<file path="src/rtl/core/hsxfp_pkg.sv">
// ----------------------------------------------------------------------------
// Header sum/XOR frame parser package
// Shared constants, types and interface structures of the frame parser.
// ----------------------------------------------------------------------------
package hsxfp_pkg;

   localparam int MAX_PAYLOAD_DEFAULT = 16;
   localparam int MAX_RESULTS         = 16;

   localparam int BYTE_W = 8;
   localparam int LEN_W  = 5;
   localparam int CNT_W  = 5;
   localparam int POS_W  = 4;

   localparam int CSR_ADDR_W = 3;
   localparam int CSR_DATA_W = 32;

   localparam logic [0:0]        CSR_IDX_PAYLOAD_LENGTH = 1'b0;
   localparam logic [LEN_W-1:0]  LEN_RESET              = 5'd3;
   localparam logic [BYTE_W-1:0] HDR_FIRST              = 8'hAA;
   localparam logic [BYTE_W-1:0] HDR_SECOND             = 8'h55;

   typedef enum logic [2:0] {
      PH_IDLE,
      PH_HDR2,
      PH_DATA,
      PH_SUM,
      PH_XOR
   } phase_type;

   typedef struct packed {
      logic              en;
      logic              bank;
      logic [CNT_W-1:0]  idx;
      logic [BYTE_W-1:0] data;
   } wr_type;

   typedef struct packed {
      logic             bank;
      logic [CNT_W-1:0] count;
   } desc_type;

   typedef struct packed {
      logic en;
      logic bank;
   } release_type;

endpackage

</file>
<file path="src/rtl/core/hsxfp_front.sv">
// ----------------------------------------------------------------------------
// Frame parser front end
// Accepts received bytes, tracks the frame phase and the running checks,
// writes payload bytes into a free bank and hands good frames to the queue.
// ----------------------------------------------------------------------------
module hsxfp_front #(
   parameter int MAX_PAYLOAD = hsxfp_pkg::MAX_PAYLOAD_DEFAULT
) (
   input  logic                                clock,
   input  logic                                reset,
   input  logic [hsxfp_pkg::LEN_W-1:0]         payload_length,
   input  logic                                req_tvalid,
   output logic                                req_tready,
   input  logic [hsxfp_pkg::BYTE_W-1:0]        req_tdata,
   output hsxfp_pkg::wr_type                   wr,
   output logic                                push,
   output hsxfp_pkg::desc_type                 push_desc,
   input  hsxfp_pkg::release_type              release_bank
);

   localparam int LIMIT = (MAX_PAYLOAD < hsxfp_pkg::MAX_RESULTS) ?
                          MAX_PAYLOAD : hsxfp_pkg::MAX_RESULTS;
   localparam int CW    = hsxfp_pkg::CNT_W;

   hsxfp_pkg::phase_type        phase_ff, phase_in;
   logic [CW-1:0]               count_ff, count_in;
   logic [hsxfp_pkg::BYTE_W-1:0] sum_ff, sum_in;
   logic [hsxfp_pkg::BYTE_W-1:0] xor_ff, xor_in;
   logic                        wbank_ff, wbank_in;
   logic [1:0]                  busy_ff, busy_in;

   logic          acc;
   logic [CW-1:0] eff_len;
   logic [CW-1:0] count_inc;
   logic [CW-1:0] n_out;
   logic          commit;

   assign req_tready = !((phase_ff == hsxfp_pkg::PH_DATA) && busy_ff[wbank_ff]);
   assign acc        = req_tvalid && req_tready;

   always_comb begin
      eff_len = payload_length;
      if (eff_len == '0) begin
         eff_len = CW'(1);
      end
      if (int'(eff_len) > LIMIT) begin
         eff_len = CW'(LIMIT);
      end
   end

   assign count_inc = (count_ff == {CW{1'b1}}) ? count_ff : count_ff + CW'(1);
   assign n_out     = (int'(count_ff) > LIMIT) ? CW'(LIMIT) : count_ff;

   always_comb begin
      phase_in = phase_ff;
      if (acc) begin
         case (phase_ff)
            hsxfp_pkg::PH_HDR2: begin
               phase_in = (req_tdata == hsxfp_pkg::HDR_SECOND) ?
                          hsxfp_pkg::PH_DATA : hsxfp_pkg::PH_IDLE;
            end
            hsxfp_pkg::PH_DATA: begin
               phase_in = (count_inc >= eff_len) ? hsxfp_pkg::PH_SUM : hsxfp_pkg::PH_DATA;
            end
            hsxfp_pkg::PH_SUM: begin
               phase_in = (req_tdata == sum_ff) ? hsxfp_pkg::PH_XOR : hsxfp_pkg::PH_IDLE;
            end
            hsxfp_pkg::PH_XOR: begin
               phase_in = hsxfp_pkg::PH_IDLE;
            end
            default: begin
               phase_in = (req_tdata == hsxfp_pkg::HDR_FIRST) ?
                          hsxfp_pkg::PH_HDR2 : hsxfp_pkg::PH_IDLE;
            end
         endcase
      end
   end

   always_comb begin
      count_in  = count_ff;
      sum_in    = sum_ff;
      xor_in    = xor_ff;
      wr        = '0;
      commit    = 1'b0;
      if (acc) begin
         case (phase_ff)
            hsxfp_pkg::PH_DATA: begin
               wr.en    = int'(count_ff) < MAX_PAYLOAD;
               wr.bank  = wbank_ff;
               wr.idx   = count_ff;
               wr.data  = req_tdata;
               sum_in   = sum_ff + req_tdata;
               xor_in   = xor_ff ^ req_tdata;
               count_in = count_inc;
            end
            hsxfp_pkg::PH_XOR: begin
               commit = (req_tdata == xor_ff);
            end
            default: begin
            end
         endcase
         if (phase_in == hsxfp_pkg::PH_IDLE) begin
            count_in = '0;
            sum_in   = '0;
            xor_in   = '0;
         end
      end
   end

   assign push           = commit;
   assign push_desc.bank = wbank_ff;
   assign push_desc.count = n_out;
   assign wbank_in       = commit ? !wbank_ff : wbank_ff;

   always_comb begin
      busy_in = busy_ff;
      if (release_bank.en) begin
         busy_in[release_bank.bank] = 1'b0;
      end
      if (commit) begin
         busy_in[wbank_ff] = 1'b1;
      end
   end

   always_ff @(posedge clock) begin
      if (reset) begin
         phase_ff <= hsxfp_pkg::PH_IDLE;
         count_ff <= '0;
         sum_ff   <= '0;
         xor_ff   <= '0;
         wbank_ff <= 1'b0;
         busy_ff  <= '0;
      end else begin
         phase_ff <= phase_in;
         count_ff <= count_in;
         sum_ff   <= sum_in;
         xor_ff   <= xor_in;
         wbank_ff <= wbank_in;
         busy_ff  <= busy_in;
      end
   end

   a_no_write_busy_bank: assert property (@(posedge clock) disable iff (reset)
      wr.en |-> !busy_ff[wr.bank])
      else $error("payload write landed in a bank that is still draining");

   a_commit_free_bank: assert property (@(posedge clock) disable iff (reset)
      commit |-> !busy_ff[wbank_ff])
      else $error("frame committed into a busy bank");

endmodule

</file>
<file path="src/rtl/core/hsxfp_queue.sv">
// ----------------------------------------------------------------------------
// Frame descriptor queue
// Two-entry queue of committed frames between the front and back ends.
// ----------------------------------------------------------------------------
module hsxfp_queue (
   input  logic                clock,
   input  logic                reset,
   input  logic                push,
   input  hsxfp_pkg::desc_type push_desc,
   input  logic                pop,
   output logic                head_valid,
   output hsxfp_pkg::desc_type head_desc
);

   hsxfp_pkg::desc_type entry_ff [2];
   logic                rd_ptr_ff, rd_ptr_in;
   logic                wr_ptr_ff, wr_ptr_in;
   logic [1:0]          level_ff, level_in;
   logic                do_pop;

   assign head_valid = level_ff != 2'd0;
   assign head_desc  = entry_ff[rd_ptr_ff];
   assign do_pop     = pop && head_valid;
   assign rd_ptr_in  = do_pop ? !rd_ptr_ff : rd_ptr_ff;
   assign wr_ptr_in  = push ? !wr_ptr_ff : wr_ptr_ff;
   assign level_in   = level_ff + {1'b0, push} - {1'b0, do_pop};

   always_ff @(posedge clock) begin
      if (push) begin
         entry_ff[wr_ptr_ff] <= push_desc;
      end
   end

   always_ff @(posedge clock) begin
      if (reset) begin
         rd_ptr_ff <= 1'b0;
         wr_ptr_ff <= 1'b0;
         level_ff  <= '0;
      end else begin
         rd_ptr_ff <= rd_ptr_in;
         wr_ptr_ff <= wr_ptr_in;
         level_ff  <= level_in;
      end
   end

   a_no_overflow: assert property (@(posedge clock) disable iff (reset)
      push |-> (level_ff != 2'd2) || do_pop)
      else $error("descriptor queue overflow");

endmodule

</file>
<file path="src/rtl/core/hsxfp_back.sv">
// ----------------------------------------------------------------------------
// Frame parser back end
// Holds the two payload banks and drains committed frames as result beats
// through a two-entry output buffer.
// ----------------------------------------------------------------------------
module hsxfp_back #(
   parameter int MAX_PAYLOAD = hsxfp_pkg::MAX_PAYLOAD_DEFAULT
) (
   input  logic                          clock,
   input  logic                          reset,
   input  hsxfp_pkg::wr_type             wr,
   input  logic                          q_valid,
   input  hsxfp_pkg::desc_type           q_desc,
   output logic                          q_pop,
   output hsxfp_pkg::release_type        release_bank,
   output logic                          rsp_tvalid,
   input  logic                          rsp_tready,
   output logic [hsxfp_pkg::BYTE_W-1:0]  rsp_byte,
   output logic [hsxfp_pkg::POS_W-1:0]   rsp_pos,
   output logic                          rsp_last
);

   localparam int AW    = (MAX_PAYLOAD > 1) ? $clog2(MAX_PAYLOAD) : 1;
   localparam int DEPTH = 2 << AW;
   localparam int CW    = hsxfp_pkg::CNT_W;
   localparam int BW    = hsxfp_pkg::BYTE_W;
   localparam int PW    = hsxfp_pkg::POS_W;

   logic [BW-1:0] mem [DEPTH];

   logic          active_ff, active_in;
   logic          bank_ff, bank_in;
   logic [CW-1:0] pos_ff, pos_in;
   logic [CW-1:0] cnt_ff, cnt_in;

   logic          rd_valid_ff;
   logic [BW-1:0] rd_data_ff;
   logic [PW-1:0] rd_pos_ff;
   logic          rd_last_ff;

   logic [BW-1:0] ob_data_ff [2];
   logic [PW-1:0] ob_pos_ff  [2];
   logic          ob_last_ff [2];
   logic          ob_head_ff, ob_head_in;
   logic          ob_tail_ff, ob_tail_in;
   logic [1:0]    ob_cnt_ff, ob_cnt_in;

   logic          pop;
   logic          credit;
   logic          issue;
   logic          last_issue;
   logic [2:0]    pending;

   assign pop        = rsp_tvalid && rsp_tready;
   assign pending    = {1'b0, ob_cnt_ff} + {2'b0, rd_valid_ff} - {2'b0, pop};
   assign credit     = pending < 3'd2;
   assign issue      = active_ff && credit;
   assign last_issue = (pos_ff + CW'(1)) == cnt_ff;
   assign q_pop      = !active_ff && q_valid;

   assign release_bank.en   = issue && last_issue;
   assign release_bank.bank = bank_ff;

   always_comb begin
      active_in = active_ff;
      bank_in   = bank_ff;
      pos_in    = pos_ff;
      cnt_in    = cnt_ff;
      if (q_pop) begin
         active_in = 1'b1;
         bank_in   = q_desc.bank;
         pos_in    = '0;
         cnt_in    = q_desc.count;
      end else if (issue) begin
         pos_in = pos_ff + CW'(1);
         if (last_issue) begin
            active_in = 1'b0;
         end
      end
   end

   always_ff @(posedge clock) begin
      if (wr.en) begin
         mem[{wr.bank, AW'(wr.idx)}] <= wr.data;
      end
      if (issue) begin
         rd_data_ff <= mem[{bank_ff, AW'(pos_ff)}];
         rd_pos_ff  <= pos_ff[PW-1:0];
         rd_last_ff <= last_issue;
      end
   end

   assign ob_head_in = pop ? !ob_head_ff : ob_head_ff;
   assign ob_tail_in = rd_valid_ff ? !ob_tail_ff : ob_tail_ff;
   assign ob_cnt_in  = ob_cnt_ff + {1'b0, rd_valid_ff} - {1'b0, pop};

   always_ff @(posedge clock) begin
      if (rd_valid_ff) begin
         ob_data_ff[ob_tail_ff] <= rd_data_ff;
         ob_pos_ff[ob_tail_ff]  <= rd_pos_ff;
         ob_last_ff[ob_tail_ff] <= rd_last_ff;
      end
   end

   assign rsp_tvalid = ob_cnt_ff != 2'd0;
   assign rsp_byte   = ob_data_ff[ob_head_ff];
   assign rsp_pos    = ob_pos_ff[ob_head_ff];
   assign rsp_last   = ob_last_ff[ob_head_ff];

   always_ff @(posedge clock) begin
      if (reset) begin
         active_ff   <= 1'b0;
         bank_ff     <= 1'b0;
         pos_ff      <= '0;
         cnt_ff      <= '0;
         rd_valid_ff <= 1'b0;
         ob_head_ff  <= 1'b0;
         ob_tail_ff  <= 1'b0;
         ob_cnt_ff   <= '0;
      end else begin
         active_ff   <= active_in;
         bank_ff     <= bank_in;
         pos_ff      <= pos_in;
         cnt_ff      <= cnt_in;
         rd_valid_ff <= issue;
         ob_head_ff  <= ob_head_in;
         ob_tail_ff  <= ob_tail_in;
         ob_cnt_ff   <= ob_cnt_in;
      end
   end

   a_buffer_no_overflow: assert property (@(posedge clock) disable iff (reset)
      rd_valid_ff |-> (ob_cnt_ff != 2'd2) || pop)
      else $error("output buffer overflow");

   a_release_once: assert property (@(posedge clock) disable iff (reset)
      release_bank.en |=> !active_ff || $past(q_pop))
      else $error("bank released while its frame is still draining");

endmodule

</file>
<file path="src/rtl/core/header_sum_xor_frame_parser.sv">
// ----------------------------------------------------------------------------
// Header sum/XOR frame parser
// Parses 0xAA 0x55 framed payloads with sum and XOR checks.
// ----------------------------------------------------------------------------
// The parser takes one received byte per beat, one beat per cycle. A frame is
// 0xAA, 0x55, payload_length payload bytes, a wrapping sum byte and an XOR
// byte; a frame whose checks both match is sent out as one result beat per
// payload byte, with rsp_tlast on the final one, and any other frame is
// dropped without a trace. Payload goes into one of two banks of a dual-bank
// memory, so a frame drains at one beat per cycle, as long as rsp_tready holds,
// while the next one is received. The input stalls only when a payload byte
// arrives while both banks still hold frames that wait to drain. No clearing
// pass is needed after reset.
// ----------------------------------------------------------------------------
module header_sum_xor_frame_parser #(
   parameter int MAX_PAYLOAD = hsxfp_pkg::MAX_PAYLOAD_DEFAULT
) (
   input  logic                                  clock,
   input  logic                                  reset,
   input  logic                                  req_tvalid,
   output logic                                  req_tready,
   input  logic [7:0]                            req_tdata,   // rx_byte
   output logic                                  rsp_tvalid,
   input  logic                                  rsp_tready,
   output logic [15:0]                           rsp_tdata,   // payload_byte, byte_position
   output logic                                  rsp_tlast,
   input  logic                                  csr_psel,
   input  logic                                  csr_penable,
   input  logic                                  csr_pwrite,
   input  logic [hsxfp_pkg::CSR_ADDR_W-1:0]      csr_paddr,
   input  logic [hsxfp_pkg::CSR_DATA_W-1:0]      csr_pwdata,
   output logic [hsxfp_pkg::CSR_DATA_W-1:0]      csr_prdata,
   output logic                                  csr_pready
);

   logic [hsxfp_pkg::LEN_W-1:0] length_ff, length_in;
   logic                        csr_hit;

   hsxfp_pkg::wr_type           wr;
   logic                        push;
   hsxfp_pkg::desc_type         push_desc;
   logic                        q_valid;
   hsxfp_pkg::desc_type         q_desc;
   logic                        q_pop;
   hsxfp_pkg::release_type      release_bank;
   logic [hsxfp_pkg::BYTE_W-1:0] rsp_byte;
   logic [hsxfp_pkg::POS_W-1:0]  rsp_pos;

   assign csr_pready = 1'b1;
   assign csr_hit    = csr_paddr[hsxfp_pkg::CSR_ADDR_W-1:2] == hsxfp_pkg::CSR_IDX_PAYLOAD_LENGTH;
   assign length_in  = (csr_psel && csr_penable && csr_pwrite && csr_pready && csr_hit) ?
                       csr_pwdata[hsxfp_pkg::LEN_W-1:0] : length_ff;
   assign csr_prdata = csr_hit ?
                       {{(hsxfp_pkg::CSR_DATA_W - hsxfp_pkg::LEN_W){1'b0}}, length_ff} : '0;

   always_ff @(posedge clock) begin
      if (reset) begin
         length_ff <= hsxfp_pkg::LEN_RESET;
      end else begin
         length_ff <= length_in;
      end
   end

   hsxfp_front #(
      .MAX_PAYLOAD (MAX_PAYLOAD)
   ) u_front (
      .clock          (clock),
      .reset          (reset),
      .payload_length (length_ff),
      .req_tvalid     (req_tvalid),
      .req_tready     (req_tready),
      .req_tdata      (req_tdata),
      .wr             (wr),
      .push           (push),
      .push_desc      (push_desc),
      .release_bank   (release_bank)
   );

   hsxfp_queue u_queue (
      .clock      (clock),
      .reset      (reset),
      .push       (push),
      .push_desc  (push_desc),
      .pop        (q_pop),
      .head_valid (q_valid),
      .head_desc  (q_desc)
   );

   hsxfp_back #(
      .MAX_PAYLOAD (MAX_PAYLOAD)
   ) u_back (
      .clock        (clock),
      .reset        (reset),
      .wr           (wr),
      .q_valid      (q_valid),
      .q_desc       (q_desc),
      .q_pop        (q_pop),
      .release_bank (release_bank),
      .rsp_tvalid   (rsp_tvalid),
      .rsp_tready   (rsp_tready),
      .rsp_byte     (rsp_byte),
      .rsp_pos      (rsp_pos),
      .rsp_last     (rsp_tlast)
   );

   assign rsp_tdata = {4'b0, rsp_pos, rsp_byte};

endmodule

</file>
<file path="config.mk">
export PLATFORM = sky130hd
export DESIGN_NAME = header_sum_xor_frame_parser
export DESIGN_NICKNAME = d
export VERILOG_FILES = /design/src/rtl/core/hsxfp_pkg.sv /design/src/rtl/core/hsxfp_front.sv /design/src/rtl/core/hsxfp_queue.sv /design/src/rtl/core/hsxfp_back.sv /design/src/rtl/core/header_sum_xor_frame_parser.sv
export SDC_FILE = /design/constraint.sdc
export NUM_CORES = 1
export LEC_CHECK = 0
export ABC_AREA = 1
export BUFFER_PORTS_ARGS = -buffer_cell sky130_fd_sc_hd__buf_2
export CAP_MARGIN = 5
export CORE_ASPECT_RATIO = 0.5
export CORE_UTILIZATION = 31
export DETAILED_ROUTE_END_ITERATION = 8
export HOLD_SLACK_MARGIN = 0.06
export PLACE_DENSITY = 0.57
export REMOVE_ABC_BUFFERS = 1
export SETUP_SLACK_MARGIN = 0.4
export SLEW_MARGIN = 20
export SYNTH_ARGS = -nofsm -noshare
export SYNTH_HDL_FRONTEND = slang
export SYNTH_HIERARCHICAL = 1
export SYNTH_SLANG_ARGS = --single-unit
</file>
<file path="constraint.sdc">
create_clock -name clock -period 2.9 [get_ports clock]
set_input_delay 0.58 -clock clock [delete_from_list [all_inputs] [get_ports clock]]
set_output_delay 0.58 -clock clock [all_outputs]
set_load 0.005 [all_outputs]
</file>
# Word level (Yosys, flattened, before mapping)
# Memories as Yosys holds them, arrays and structs flattened. A register that Yosys moved wholly into a read port is not among the register bits.
# Cells that the tools add are included.
# totals
reg_bits	52
latch_bits	0
mem_bits_rw	294
mem_bits_ro	0
in_bits	50
output_inout_bits	52
word_cells	129
memories	5
# op_classes
add_sub_neg	9
mul	0
div	0
order_cmp	9
eq_ne	10
n_shift	0
mux	44
n_bitwise	5
reduce_logical	29
# mem_list
name	words	word_bits	rd	rd_clocked_by_memory_dff	wr	line	text
u_back.mem	32	8	1	1	1	hsxfp_back.sv:29	logic [BW-1:0] mem [DEPTH];
u_back.ob_data_ff	2	8	1	1	1	hsxfp_back.sv:41	logic [BW-1:0] ob_data_ff [2];
u_queue.entry_ff	2	6	1	1	1	hsxfp_queue.sv:15	hsxfp_pkg::desc_type entry_ff [2];
u_back.ob_pos_ff	2	4	1	1	1	hsxfp_back.sv:42	logic [PW-1:0] ob_pos_ff [2];
u_back.ob_last_ff	2	1	1	1	1	hsxfp_back.sv:43	logic ob_last_ff [2];
# ops
op	n
$mux 5	7
$mux 8	4
$mux 15	2
$mux 1	23
$eq 8x8->1	2
$logic_and 1x1->1	12
$pmux 3 s4	1
$add 5x1->5 const B	2
$gt 5x5->1 const B	2
$reduce_bool 2->1	5
$add 8x8->8	1
$eq 8x7->1 const B	1
$eq 8x8->1 const B	1
$xor 8x8->8	1
$logic_not 1->1	7
$eq 3x2->1 const B	2
$mux 2	3
$mux 3	2
$eq 5x5->1	1
$eq 5x5->1 const B	1
$ge 5x5->1	1
$logic_not 5->1	1
$lt 5x5->1 const B	1
$add 2x1->2	2
other kinds (16)	21

# Depth between registers and ports, before layout
# Gate-level depths: netlist of run 1.
# logic_depth
depth_word	11
mapped_depth	19
depth_no_buf	19

# Hierarchy
# Netlist of run 1, hierarchy kept.
# modules_own_cells
mod	n_inst	cells_per_inst	area_each_um2	seq_area_each_um2
hsxfp_back	1	1082	12731.0	9218.8
hsxfp_front	1	330	2195.9	540.5
hsxfp_queue	1	54	699.4	460.4
header_sum_xor_frame_parser	1	79	524.3	100.1

# Worst setup path before layout of run 1
# Ideal clock, no wire load.
# synth_timing
path_type	input-to-reg
startpoint	input rsp_tready
endpoint	register u_back.rd_data_ff[0], read port of u_back.mem (enable)
t_arrival_ps	2221
required_time_ps	2536
setup_slack_ps	315
stages	9
cell_sequence	nand2_1 inv_1 ha_1 inv_1 ha_1 fa_1 xor2_1 nand3_1 inv_1
# synth_via
elab_chain_len	4
# synth_rtl
element	line	text
start: declaration	header_sum_xor_frame_parser.sv:24	input logic rsp_tready,
$logic_and 1x1->1	hsxfp_back.sv:54	assign pop = rsp_tvalid && rsp_tready;
via u_back.pop	hsxfp_back.sv:48	logic pop;
$sub 3x1->3	hsxfp_back.sv:55	assign pending = {1'b0, ob_cnt_ff} + {2'b0, rd_valid_ff} - {2'b0, pop};
$lt 3x2->1	hsxfp_back.sv:56	assign credit = pending < 3'd2;
$logic_and 1x1->1	hsxfp_back.sv:57	assign issue = active_ff && credit;
via u_back.issue	hsxfp_back.sv:50	logic issue;
end: declaration	hsxfp_back.sv:37	logic [BW-1:0] rd_data_ff;
# The timed path passes the listed nets, and every way through them passes these cells.
# A chain may end at the register's enable or synchronous reset.

# Final worst setup path of run 1
# layout_timing
startpoint	register length_ff[1] in the netlist's numbering
endpoint	register u_front/sum_ff[6] in the netlist's numbering
# layout_via
elab_chain_len	11
word_cells_on_any_way	12
# layout_rtl
element	line	text
start: declaration	header_sum_xor_frame_parser.sv:36	logic [hsxfp_pkg::LEN_W-1:0] length_ff, length_in;
start signal: assignment	header_sum_xor_frame_parser.sv:58	length_ff <= hsxfp_pkg::LEN_RESET;
start signal: assignment	header_sum_xor_frame_parser.sv:60	length_ff <= length_in;
$logic_not 5->1	hsxfp_front.sv:43	if (eff_len == '0) begin
$mux 5 *	hsxfp_front.sv:43	
$gt 5x5->1	hsxfp_front.sv:46	if (int'(eff_len) > LIMIT) begin
$mux 5 *	hsxfp_front.sv:46	
$ge 5x5->1 *	hsxfp_front.sv:63	phase_in = (count_inc >= eff_len) ? hsxfp_pkg::PH_SUM : hsxfp_pkg::PH_DATA;
$mux 1 *	hsxfp_front.sv:63	
$pmux 3 s4 *	hsxfp_front.sv:57	case (phase_ff)
$mux 3 *	hsxfp_front.sv:56	if (acc) begin
$logic_not 3->1 *	hsxfp_front.sv:102	if (phase_in == hsxfp_pkg::PH_IDLE) begin
$reduce_bool 2->1 (no line)	--	
$reduce_and 2->1 (no line)	--	
end signal: assignment	hsxfp_front.sv:136	sum_ff <= sum_in;
end: declaration	hsxfp_front.sv:27	logic [hsxfp_pkg::BYTE_W-1:0] sum_ff, sum_in;
# Every way passes the cells marked *; elsewhere a longest branch is shown, timed or not.

==> flow_summary.json, run 1 <==
{
  "antennaDiodeCount": 0,
  "ant_nets": 0,
  "syn_inst": 1544,
  "first_global_vias": 9917,
  "cp.arrival_ns": 2.96,
  "leakage_uw": 0.00719,
  "slew_violations": 0,
  "critPathMaxFanout": 5,
  "clk_pin_slew_worst_paths_ns": 0.06,
  "worst_slack_ns": 0.354,
  "firstDrtPassIters": 5,
  "grt-ovfl-total": 0,
  "synth_area_um2": 16100,
  "fmax_ghz": 0.393,
  "wire_per_inst_um": 15.6,
  "cp.required_ns": 3.31,
  "end_kind": "flip-flop",
  "combinationalPowerShare_pct": 4.7,
  "io-pin-count": 102,
  "criticalPathCategory": "reg -> reg",
  "crit_path_start_kind": "flip-flop",
  "cts_root_buf": "clkbuf_16",
  "rows": 58,
  "synth_warnings": 6,
  "wl_met3_um": 1620,
  "met1Wirelength_um": 17500,
  "cts_buffer_depth": 3,
  "p_int_uw": 8480,
  "htree_levels": 2,
  "dieHeight_um": 163,
  "finalHoldViolCount": 0,
  "seq_power_share_pct": 52.7,
  "area_growth_syn_to_layout_pct": 16.2,
  "drt_wl_total_um": 36700,
  "power.switching_uw": 2270,
  "ir_worst_vdd_mv": 0.336,
  "fin_crit_sh_pct": 87.8,
  "powerDensity_nw_per_um2": 573,
  "switching_share_pct": 21.1,
  "holdCritPathClass": "in -> reg",
  "drtIter0Drc": 920,
  "grt_pass1_wl_um": 56200,
  "cap_violations": 0,
  "gp_congestion": 0.793,
  "grt_start_max_net_pins": 67,
  "core-area_um2": 50800,
  "io_buffers": 40,
  "utilization_pct": 36.9,
  "fin_crit_ns": 2.55,
  "dr_wl_met2_um": 16700,
  "avgSynthCellArea_um2": 10.5,
  "dr_total_vias": 10700,
  "track_usage_pct": 13.5,
  "cts_inserted_buffers": 36,
  "tightest_slew_ns": 0.675,
  "status": "finished, final reports clean",
  "fin_tns_setup_ns": 0,
  "finClkSkew_ns": 0.0189,
  "pre_cts_slack_ns": 0.209,
  "place_hpwl_um": 22400,
  "setup_viol": 0,
  "cts_tree": "built",
  "die_w_um": 325,
  "start_util_pct": 31.8,
  "nets": 1701,
  "slew_headroom_pct": 54.8,
  "clock_latency_ns": 0.53,
  "viasPerCell": 4.57,
  "cts_sinks": 362,
  "post-route-drc-count": 0,
  "clkPwrFrac_pct": 42.6,
  "die_area_um2": 53100,
  "antenna_found_initial": 0,
  "rsz0062_at_grt": "yes",
  "top_layer": "met4",
  "drive_above_1_share_pct": 17.8
}
==> worst max-delay path, cell delays in order, from the launching register on <==
cell and delay [ns]:
dfxtp_4 0.35, or4_4 0.57, a21oi_2 0.15, ha_1 0.25
o21ai_2 0.18, nor2_4 0.07, nor2_4 0.12, nor2_4 0.06
nor2_4 0.15, buf_6 0.14, buf_6 0.10, nand3_4 0.13
nand3_2 0.14, a21oi_2 0.05
==> cells in the final DEF (no fill, tap or decap), drive strengths merged <==
cell type and n:
a31oi 1, buf 114, o31a 1, nor3 5, dfxtp 55, inv 92
xnor2 6, mux2 19, and2 2, xor2 11, clkinv 18, nand4 3
o21ai 18, nor4 1, nor2 123, nand2 473, nand3 261, conb 32
edfxtp 307, a21oi 39, bufinv 4, fa 2, ha 19, or2 4
or4 1, clkbuf 43
==> power groups by stage <==
| stage | logic (uW) | registers (uW) | clock network (uW) |
|---|---|---|---|
| floorplan | 295 | 5770 | 0 |
| global placement | 460 | 5780 | 0 |
| detailed placement | 463 | 5780 | 0 |
| CTS | 478 | 5660 | 4670 |
| global route | 558 | 5670 | 4890 |
| finish | 501 | 5670 | 4580 |
==> metal layers <==
layer	vias to the layer above	track usage [%]
li1	5317	-
met1	5111	19.2
met2	222	21.6
met3	57	1.92
met4	0	3.99
met5	-	0
==> path summary, 6_finish.rpt <==
check	start	end	slack, ns	cells past startpoint
max	length_ff[1]	u_front/sum_ff[6]	0.35	13
min reg2reg	u_back/rd_data_ff[3]	u_back/ob_data_ff[1][3]	0.45	0
max reg2reg	length_ff[1]	u_front/sum_ff[6]	0.35	13
min	csr_pwdata[0]	length_ff[0]	0.28	3
==> registers in the layout (all words and copies together) (netlist names), 2 cells and up, named ones only <==
name               flops
u_front/xor_ff         8
length_ff              5
u_front/sum_ff         8
u_queue/entry_ff      12
u_back/ob_last_ff      2
u_back/ob_data_ff     16
u_back/pos_ff          5
u_front/phase_ff       3
u_back/cnt_ff          5
u_queue/level_ff       2
u_back/ob_pos_ff       8
u_back/mem           256
u_front/busy_ff        2
u_back/rd_data_ff      8
u_back/rd_pos_ff       4
u_back/ob_cnt_ff       2
u_front/count_ff       5
==> per-stage QoR <==
step	area [um2]	hold slack [ns]	std cells	power [uW]
floorplan	15600	0.421	1473	6060
global placement	17200	0.424	2268	6240
detailed placement	17200	0.435	2268	6240
CTS	18500	0.260	2336	10800
global route	18800	0.282	2344	11100
finish	18800	0.284	2344	10700
==> area by class of cell <==
| type | count | area, um2 |
|---|---|---|
| fill | 4971 | 32000 |
| clock buffer | 41 | 930 |
| timing repair buffer | 116 | 905 |
| tap | 690 | 863 |
| multi-input combinational | 1021 | 5160 |
| clock inverter | 21 | 210 |
| sequential | 362 | 10300 |
| inverter | 93 | 354 |
==> repair_timing <==
item	CTS	global route
buffers inserted	3	6
gates cloned	3	2
pin swaps	4	21
hold buffers	0	0
endpoints found under the setup margin	29	74
resized for setup	8	60
Power figures use the tool's default switching activity.
==> run 2, diff against run 1 <==
--- a/config.mk
+++ b/config.mk
@@ -12,7 +12,7 @@
 export CORE_UTILIZATION = 31
 export DETAILED_ROUTE_END_ITERATION = 8
 export HOLD_SLACK_MARGIN = 0.06
-export PLACE_DENSITY = 0.57
+export PLACE_DENSITY = 0.59
 export REMOVE_ABC_BUFFERS = 1
 export SETUP_SLACK_MARGIN = 0.4
 export SLEW_MARGIN = 20
==> constraint.sdc (replaced) <==
create_clock -name clock -period 2.15 [get_ports clock]
set_input_delay 0.43 -clock clock [delete_from_list [all_inputs] [get_ports clock]]
set_output_delay 0.43 -clock clock [all_outputs]
set_load 0.005 [all_outputs]
==> run 2 against run 1 <==
  * Register-to-register slack got worse by 0.69 ns
  * Critical path type unchanged
  * Largest cell class unchanged
  * First-iteration DRC count fell by 24%
  * Critical endpoint is now u_front/sum_ff[4]
  * Largest power group unchanged
  * Setup slack got worse by 0.69 ns
  * The run now ends with negative setup slack left
  * Sequential cell count did not move
==> flow_summary.json, run 2 (same netlist as run 1, synthesis figures left out) <==
{
  "status": "finished with violations",
  "violations": "negative setup slack",
  "end_kind": "flip-flop",
  "ant_nets": 0,
  "dieHeight_um": 163,
  "clkPwrFrac_pct": 41.0,
  "track_usage_pct": 14.1,
  "cap_violations": 0,
  "cts_root_buf": "clkbuf_16",
  "cts-hold-fix-buffers": 0,
  "cp.arrival_ns": 2.94,
  "fin_crit_ns": 2.48,
  "htree_levels": 2,
  "utilization_pct": 38.5,
  "firstDrtPassIters": 5,
  "grt_pass1_wl_um": 58600,
  "drive_above_1_share_pct": 22.3,
  "viasPerCell": 4.57,
  "drtIter0Drc": 696,
  "die_area_um2": 53100,
  "clk_pin_slew_worst_paths_ns": 0.06,
  "ir_worst_vdd_mv": 0.447,
  "worst_slack_ns": -0.331,
  "nets": 1768,
  "p_int_uw": 11600,
  "slowest_delay_ns": 0.57,
  "cts_buffer_depth": 3,
  "combinationalPowerShare_pct": 7.4,
  "critical-path-top-delay-family": "simple AND/OR/NAND/NOR gates",
  "post-route-drc-count": 0,
  "tightest_slew_ns": 0.554,
  "fin_crit_sh_pct": 115,
  "wire_per_inst_um": 15.6,
  "gp_congestion": 0.823,
  "rsz0062_at_grt": "yes",
  "worstPathCellList": "or4_4 -> nand2_4 -> nand2_4 -> ha_4 -> nand2_2 -> nand2_1 -> nand2_1 -> nand2_1 -> nor2_1 -> nor2_1 -> nor2_2 -> nand3_4 -> clkbuf_16 -> nand3_2 -> nand2_1 -> nor2_1",
  "holdCritPathClass": "in -> reg",
  "drt_wl_total_um": 37800,
  "finClkSkew_ns": 0.0267,
  "critPathMaxFanout": 5,
  "leakage_uw": 0.00757,
  "rows": 58,
  "clock_latency_ns": 0.54,
  "grt_start_max_net_pins": 65,
  "power.switching_uw": 3180,
  "dr_total_vias": 11000,
  "core-area_um2": 50800,
  "switching_share_pct": 21.5,
  "antenna_found_initial": 0,
  "setup_viol": 43,
  "slowest_stage": "or4_4",
  "cp.required_ns": 2.61,
  "io_buffers": 40,
  "largest_reg_flops": 256,
  "cp_num_buf_inv": 1,
  "cts_inserted_buffers": 38,
  "finalHoldViolCount": 0,
  "reg_top3": "u_back/mem x256, u_back/ob_data_ff x16, u_queue/entry_ff x12",
  "fin_tns_setup_ns": -8.67,
  "final_cell_mix": "nand2_1, edfxtp_1, nand3_1",
  "fmax_ghz": 0.403,
  "first_global_vias": 10600,
  "antennaDiodeCount": 0,
  "start_util_pct": 31.8,
  "place_hpwl_um": 23400,
  "slew_headroom_pct": 63.0,
  "slew_violations": 0,
  "seq_power_share_pct": 51.6,
  "io-pin-count": 102,
  "cts_tree": "built",
  "path_common_cell": "nand2_1",
  "criticalPathCategory": "reg -> reg",
  "crit_path_start_kind": "flip-flop",
  "powerDensity_nw_per_um2": 754,
  "cts_sinks": 362,
  "die_w_um": 325,
  "top_register": "u_back/mem",
  "grt-ovfl-total": 0,
  "layout_commonest_cell": "nand2_1",
  "area_growth_syn_to_layout_pct": 21.1
}
-- run 2: changes by cell type in the layout (fill, tap and decap cells not counted), moves of 4 or more --
cell and change:
buf_12 +8, dfxtp_2 +5, inv_1 -7, buf_4 +49, buf_6 +12, clkbuf_1 +7
nor2_4 +7, inv_2 +4, o21ai_0 -4, nor2_1 -6
-- run 2: power groups by stage --
stage | Clock [uW] | Combinational (uW) | Sequential [uW]
final | 6050 | 1090 | 7620
after detailed placement | 0 | 743 | 7760
after floorplan | 0 | 398 | 7780
after global routing | 6470 | 1180 | 7620
after global placement | 0 | 737 | 7760
after CTS | 6180 | 934 | 7620
-- run 2: tightest hold or removal path, cell delays in order --
cell	delay (ns)
buf_2	0.09
nand2_1	0.05
nand3_1	0.06
-- run 2: final timing paths --
path	startpoint	endpoint	slack [ns]	cells past startpoint
max	length_ff[1]	u_front/sum_ff[4]	-0.33	16
min	csr_pwdata[1]	length_ff[1]	0.14	3
max reg2reg	length_ff[1]	u_front/sum_ff[4]	-0.33	16
min reg2reg	u_back/rd_data_ff[2]	u_back/ob_data_ff[0][2]	0.45	0
-- run 2: repair_timing --
item / in CTS / in global routing
setup endpoints to repair: 594 / 599
pin swaps: 21 / 24
buffers inserted: 19 / 1
resized for setup: 84 / 45
cloned: 1 / 1
-- run 2: area by class of cell --
cell class | instances | area [um2]
tap | 690 | 863
clock buffer | 50 | 1020
fill | 4951 | 31200
multi-input combinational | 1018 | 5290
sequential | 362 | 10300
clock inverter | 17 | 120
inverter | 93 | 368
timing repair buffer | 184 | 1570
-- run 2: stage by stage --
step / hold WS (ns) / instances / power [uW] / worst slack, ns / cell area (um2)
2_1_floorplan: 0.421 / 1473 / 8180 / -2.24 / 15600
3_3_place_gp: 0.422 / 2325 / 8500 / -0.334 / 17700
3_5_place_dp: 0.435 / 2325 / 8500 / -0.369 / 17700
4_1_cts: 0.132 / 2412 / 14700 / -0.281 / 19400
5_1_grt: 0.139 / 2414 / 15300 / -0.494 / 19600
6_report: 0.140 / 2414 / 14800 / -0.331 / 19600
-- run 2: layer usage --
metal  track usage (%)  vias up  wire length, um  share of wire, %
li1                  -     5463                -                 -
met1              18.5     5277            17000                45
met2              24.3      240            18300                48
met3              2.23       51             1880               5.0
met4              3.62        0              550               1.5
met5                 0        -                0                 0
==> run 3, diff against run 2 <==
--- a/config.mk
+++ b/config.mk
@@ -10,6 +10,7 @@
 export CAP_MARGIN = 5
 export CORE_ASPECT_RATIO = 0.5
 export CORE_UTILIZATION = 31
+export CTS_BUF_LIST = sky130_fd_sc_hd__clkbuf_16
 export DETAILED_ROUTE_END_ITERATION = 8
 export HOLD_SLACK_MARGIN = 0.06
 export PLACE_DENSITY = 0.59
==> run 3 against run 2 <==
  * The flow still finishes with violations (negative setup slack)
  * First-iteration DRC count is 1.9% lower
  * Count of clock-buffer cells in the layout is 11 lower
  * Power is 0.67% lower
  * Hold slack hardly changed
  * Core utilization hardly changed
  * Via count is 0.12% lower
  * Fmax hardly changed
  * Critical path depth stayed put
  * Non-clock buffer count is 1 higher
  * Design area hardly changed
  * Sequential power hardly changed
  * Setup slack better by 0.0023 ns
  * Critical path type unchanged
  * Critical endpoint unchanged
  * Largest power group unchanged
  * Highest routed layer unchanged
==> flow_summary.json, run 3 (same netlist as run 1, synthesis figures left out) <==
{
  "status": "finished with violations",
  "violations": "negative setup slack",
  "dr_total_vias": 11000,
  "leakage_uw": 0.00762,
  "clk_pin_slew_worst_paths_ns": 0.06,
  "met1Wirelength_um": 17100,
  "hp-start": "csr_pwdata[1]",
  "setup_viol": 42,
  "drive_above_1_share_pct": 22.3,
  "cts_root_buf": "clkbuf_16",
  "ir_worst_vdd_mv": 0.446,
  "core-area_um2": 50800,
  "fin_crit_sh_pct": 115,
  "die_area_um2": 53100,
  "start_util_pct": 31.8,
  "slew_headroom_pct": 62.1,
  "holdPathStages": 3,
  "clock_latency_ns": 0.54,
  "cts-hold-fix-buffers": 0,
  "worstReg2RegEnd": "u_front/sum_ff[4]",
  "criticalPathCategory": "reg -> reg",
  "end_kind": "flip-flop",
  "htree_levels": 2,
  "dieHeight_um": 163,
  "critPathMaxFanout": 5,
  "fin_crit_ns": 2.48,
  "worstPathCellList": "or4_4 -> nand2_4 -> nand2_4 -> ha_4 -> nand2_2 -> nand2_1 -> nand2_1 -> nand2_1 -> nor2_1 -> nor2_1 -> nor2_2 -> nand3_4 -> clkbuf_16 -> nand3_2 -> nand2_1 -> nor2_1",
  "place_hpwl_um": 23400,
  "reg_top3": "u_back/mem x256, u_back/ob_data_ff x16, u_queue/entry_ff x12",
  "fill_cells": 4950,
  "cts_sinks": 362,
  "die_w_um": 325,
  "gp_congestion": 0.823,
  "top_register": "u_back/mem",
  "first_global_vias": 10600,
  "firstDrtPassIters": 5,
  "cp.arrival_ns": 2.94,
  "r2r_slack_ns": -0.33,
  "viasPerCell": 4.56,
  "area_growth_syn_to_layout_pct": 21.2,
  "layout_commonest_cell": "nand2_1",
  "grt-ovfl-total": 0,
  "hold_slack_ns": 0.139,
  "antenna_found_initial": 0,
  "critical-path-top-delay-family": "simple AND/OR/NAND/NOR gates",
  "antennaDiodeCount": 0,
  "ant_nets": 0,
  "tightest_slew_ns": 0.568,
  "reg2reg_from": "length_ff[1]",
  "drtIter0Drc": 683,
  "finClkSkew_ns": 0.0274,
  "holdCritPathClass": "in -> reg",
  "cap_violations": 0,
  "top_layer": "met4",
  "utilization_pct": 38.5,
  "worst_slack_ns": -0.329,
  "rows": 58,
  "nets": 1769,
  "final_cell_mix": "nand2_1, edfxtp_1, nand3_1",
  "grt_start_max_net_pins": 65,
  "dr_wl_met2_um": 18200,
  "wl_met3_um": 1730,
  "drt_wl_total_um": 37600,
  "rsz0062_at_grt": "yes",
  "cts_tree": "built",
  "r2r_cells": 16,
  "track_usage_pct": 14.1,
  "path_common_cell": "nand2_1",
  "cp_num_buf_inv": 1,
  "grt_pass1_wl_um": 58600,
  "post-route-drc-count": 0,
  "cp.required_ns": 2.61,
  "min_to": "length_ff[1]",
  "io_buffers": 40,
  "io-pin-count": 102,
  "largest_reg_flops": 256,
  "cts_inserted_buffers": 38,
  "slowest_delay_ns": 0.57,
  "powerDensity_nw_per_um2": 749,
  "fmax_ghz": 0.403,
  "crit_path_start_kind": "flip-flop",
  "finalHoldViolCount": 0,
  "slowest_stage": "or4_4",
  "cts_buffer_depth": 3,
  "slew_violations": 0,
  "wire_per_inst_um": 15.6
}
[run 3: metal layers]
layer	GRT usage, %	up-vias
met2	24.2	225
met3	2.23	48
met1	18.5	5281
met4	3.62	0
met5	0	-
li1	-	5464
[run 3: cell type report]
class	count	area (um2)	share of cell area, %
clock buffer	39	976	4.99
clock inverter	28	161	0.825
inverter	93	360	1.84
multi-input combinational	1018	5290	27.0
sequential	362	10300	52.8
tap	690	863	4.41
timing repair buffer	185	1590	8.10
[run 3: tightest hold or removal path, cell delays in order]
cell,delay (ns)
buf_2,0.09
nand2_1,0.05
nand3_1,0.06
[run 3: what timing repair did]
| action | CTS | global route |
|---|---|---|
| setup endpoints to repair | 594 | 599 |
| buffers inserted | 21 | 0 |
| gates cloned | 1 | 1 |
| pin swaps | 20 | 23 |
| resized for setup | 85 | 40 |
[run 3: worst max-delay path by stage]
stage                startpoint                   end  slack [ns]  cells past startpoint
2_1_floorplan  u_back/pos_ff[0]  u_back/rd_data_ff[7]       -2.24                      9
3_3_place_gp         rsp_tready    u_front/busy_ff[0]       -0.33                     13
3_5_place_dp         rsp_tready    u_front/busy_ff[0]       -0.37                     13
4_1_cts            length_ff[0]     u_front/sum_ff[2]       -0.28                     16
5_1_grt            length_ff[1]     u_front/sum_ff[4]       -0.49                     16
6_report           length_ff[1]     u_front/sum_ff[4]       -0.33                     16
[run 3: per-stage QoR]
step / setup slack [ns] / total power (uW) / cells / cell area, um2 / TNS (ns)
2_1_floorplan: -2.24 / 8180 / 1473 / 15600 / -445.77
3_3_place_gp: -0.334 / 8500 / 2325 / 17700 / -19.81
3_5_place_dp: -0.369 / 8500 / 2325 / 17700 / -22.50
4_1_cts: -0.281 / 14700 / 2414 / 19400 / -8.31
5_1_grt: -0.493 / 15200 / 2415 / 19600 / -24.36
6_report: -0.329 / 14700 / 2415 / 19600 / -8.14
[run 3: power breakdown]
part	leakage (uW)	internal (uW)	switching, uW
clock	0.000598	3400	2600
sequential	0.00342	7590	26.8
combinational	0.00360	504	529
total	0.00762	11500	3160
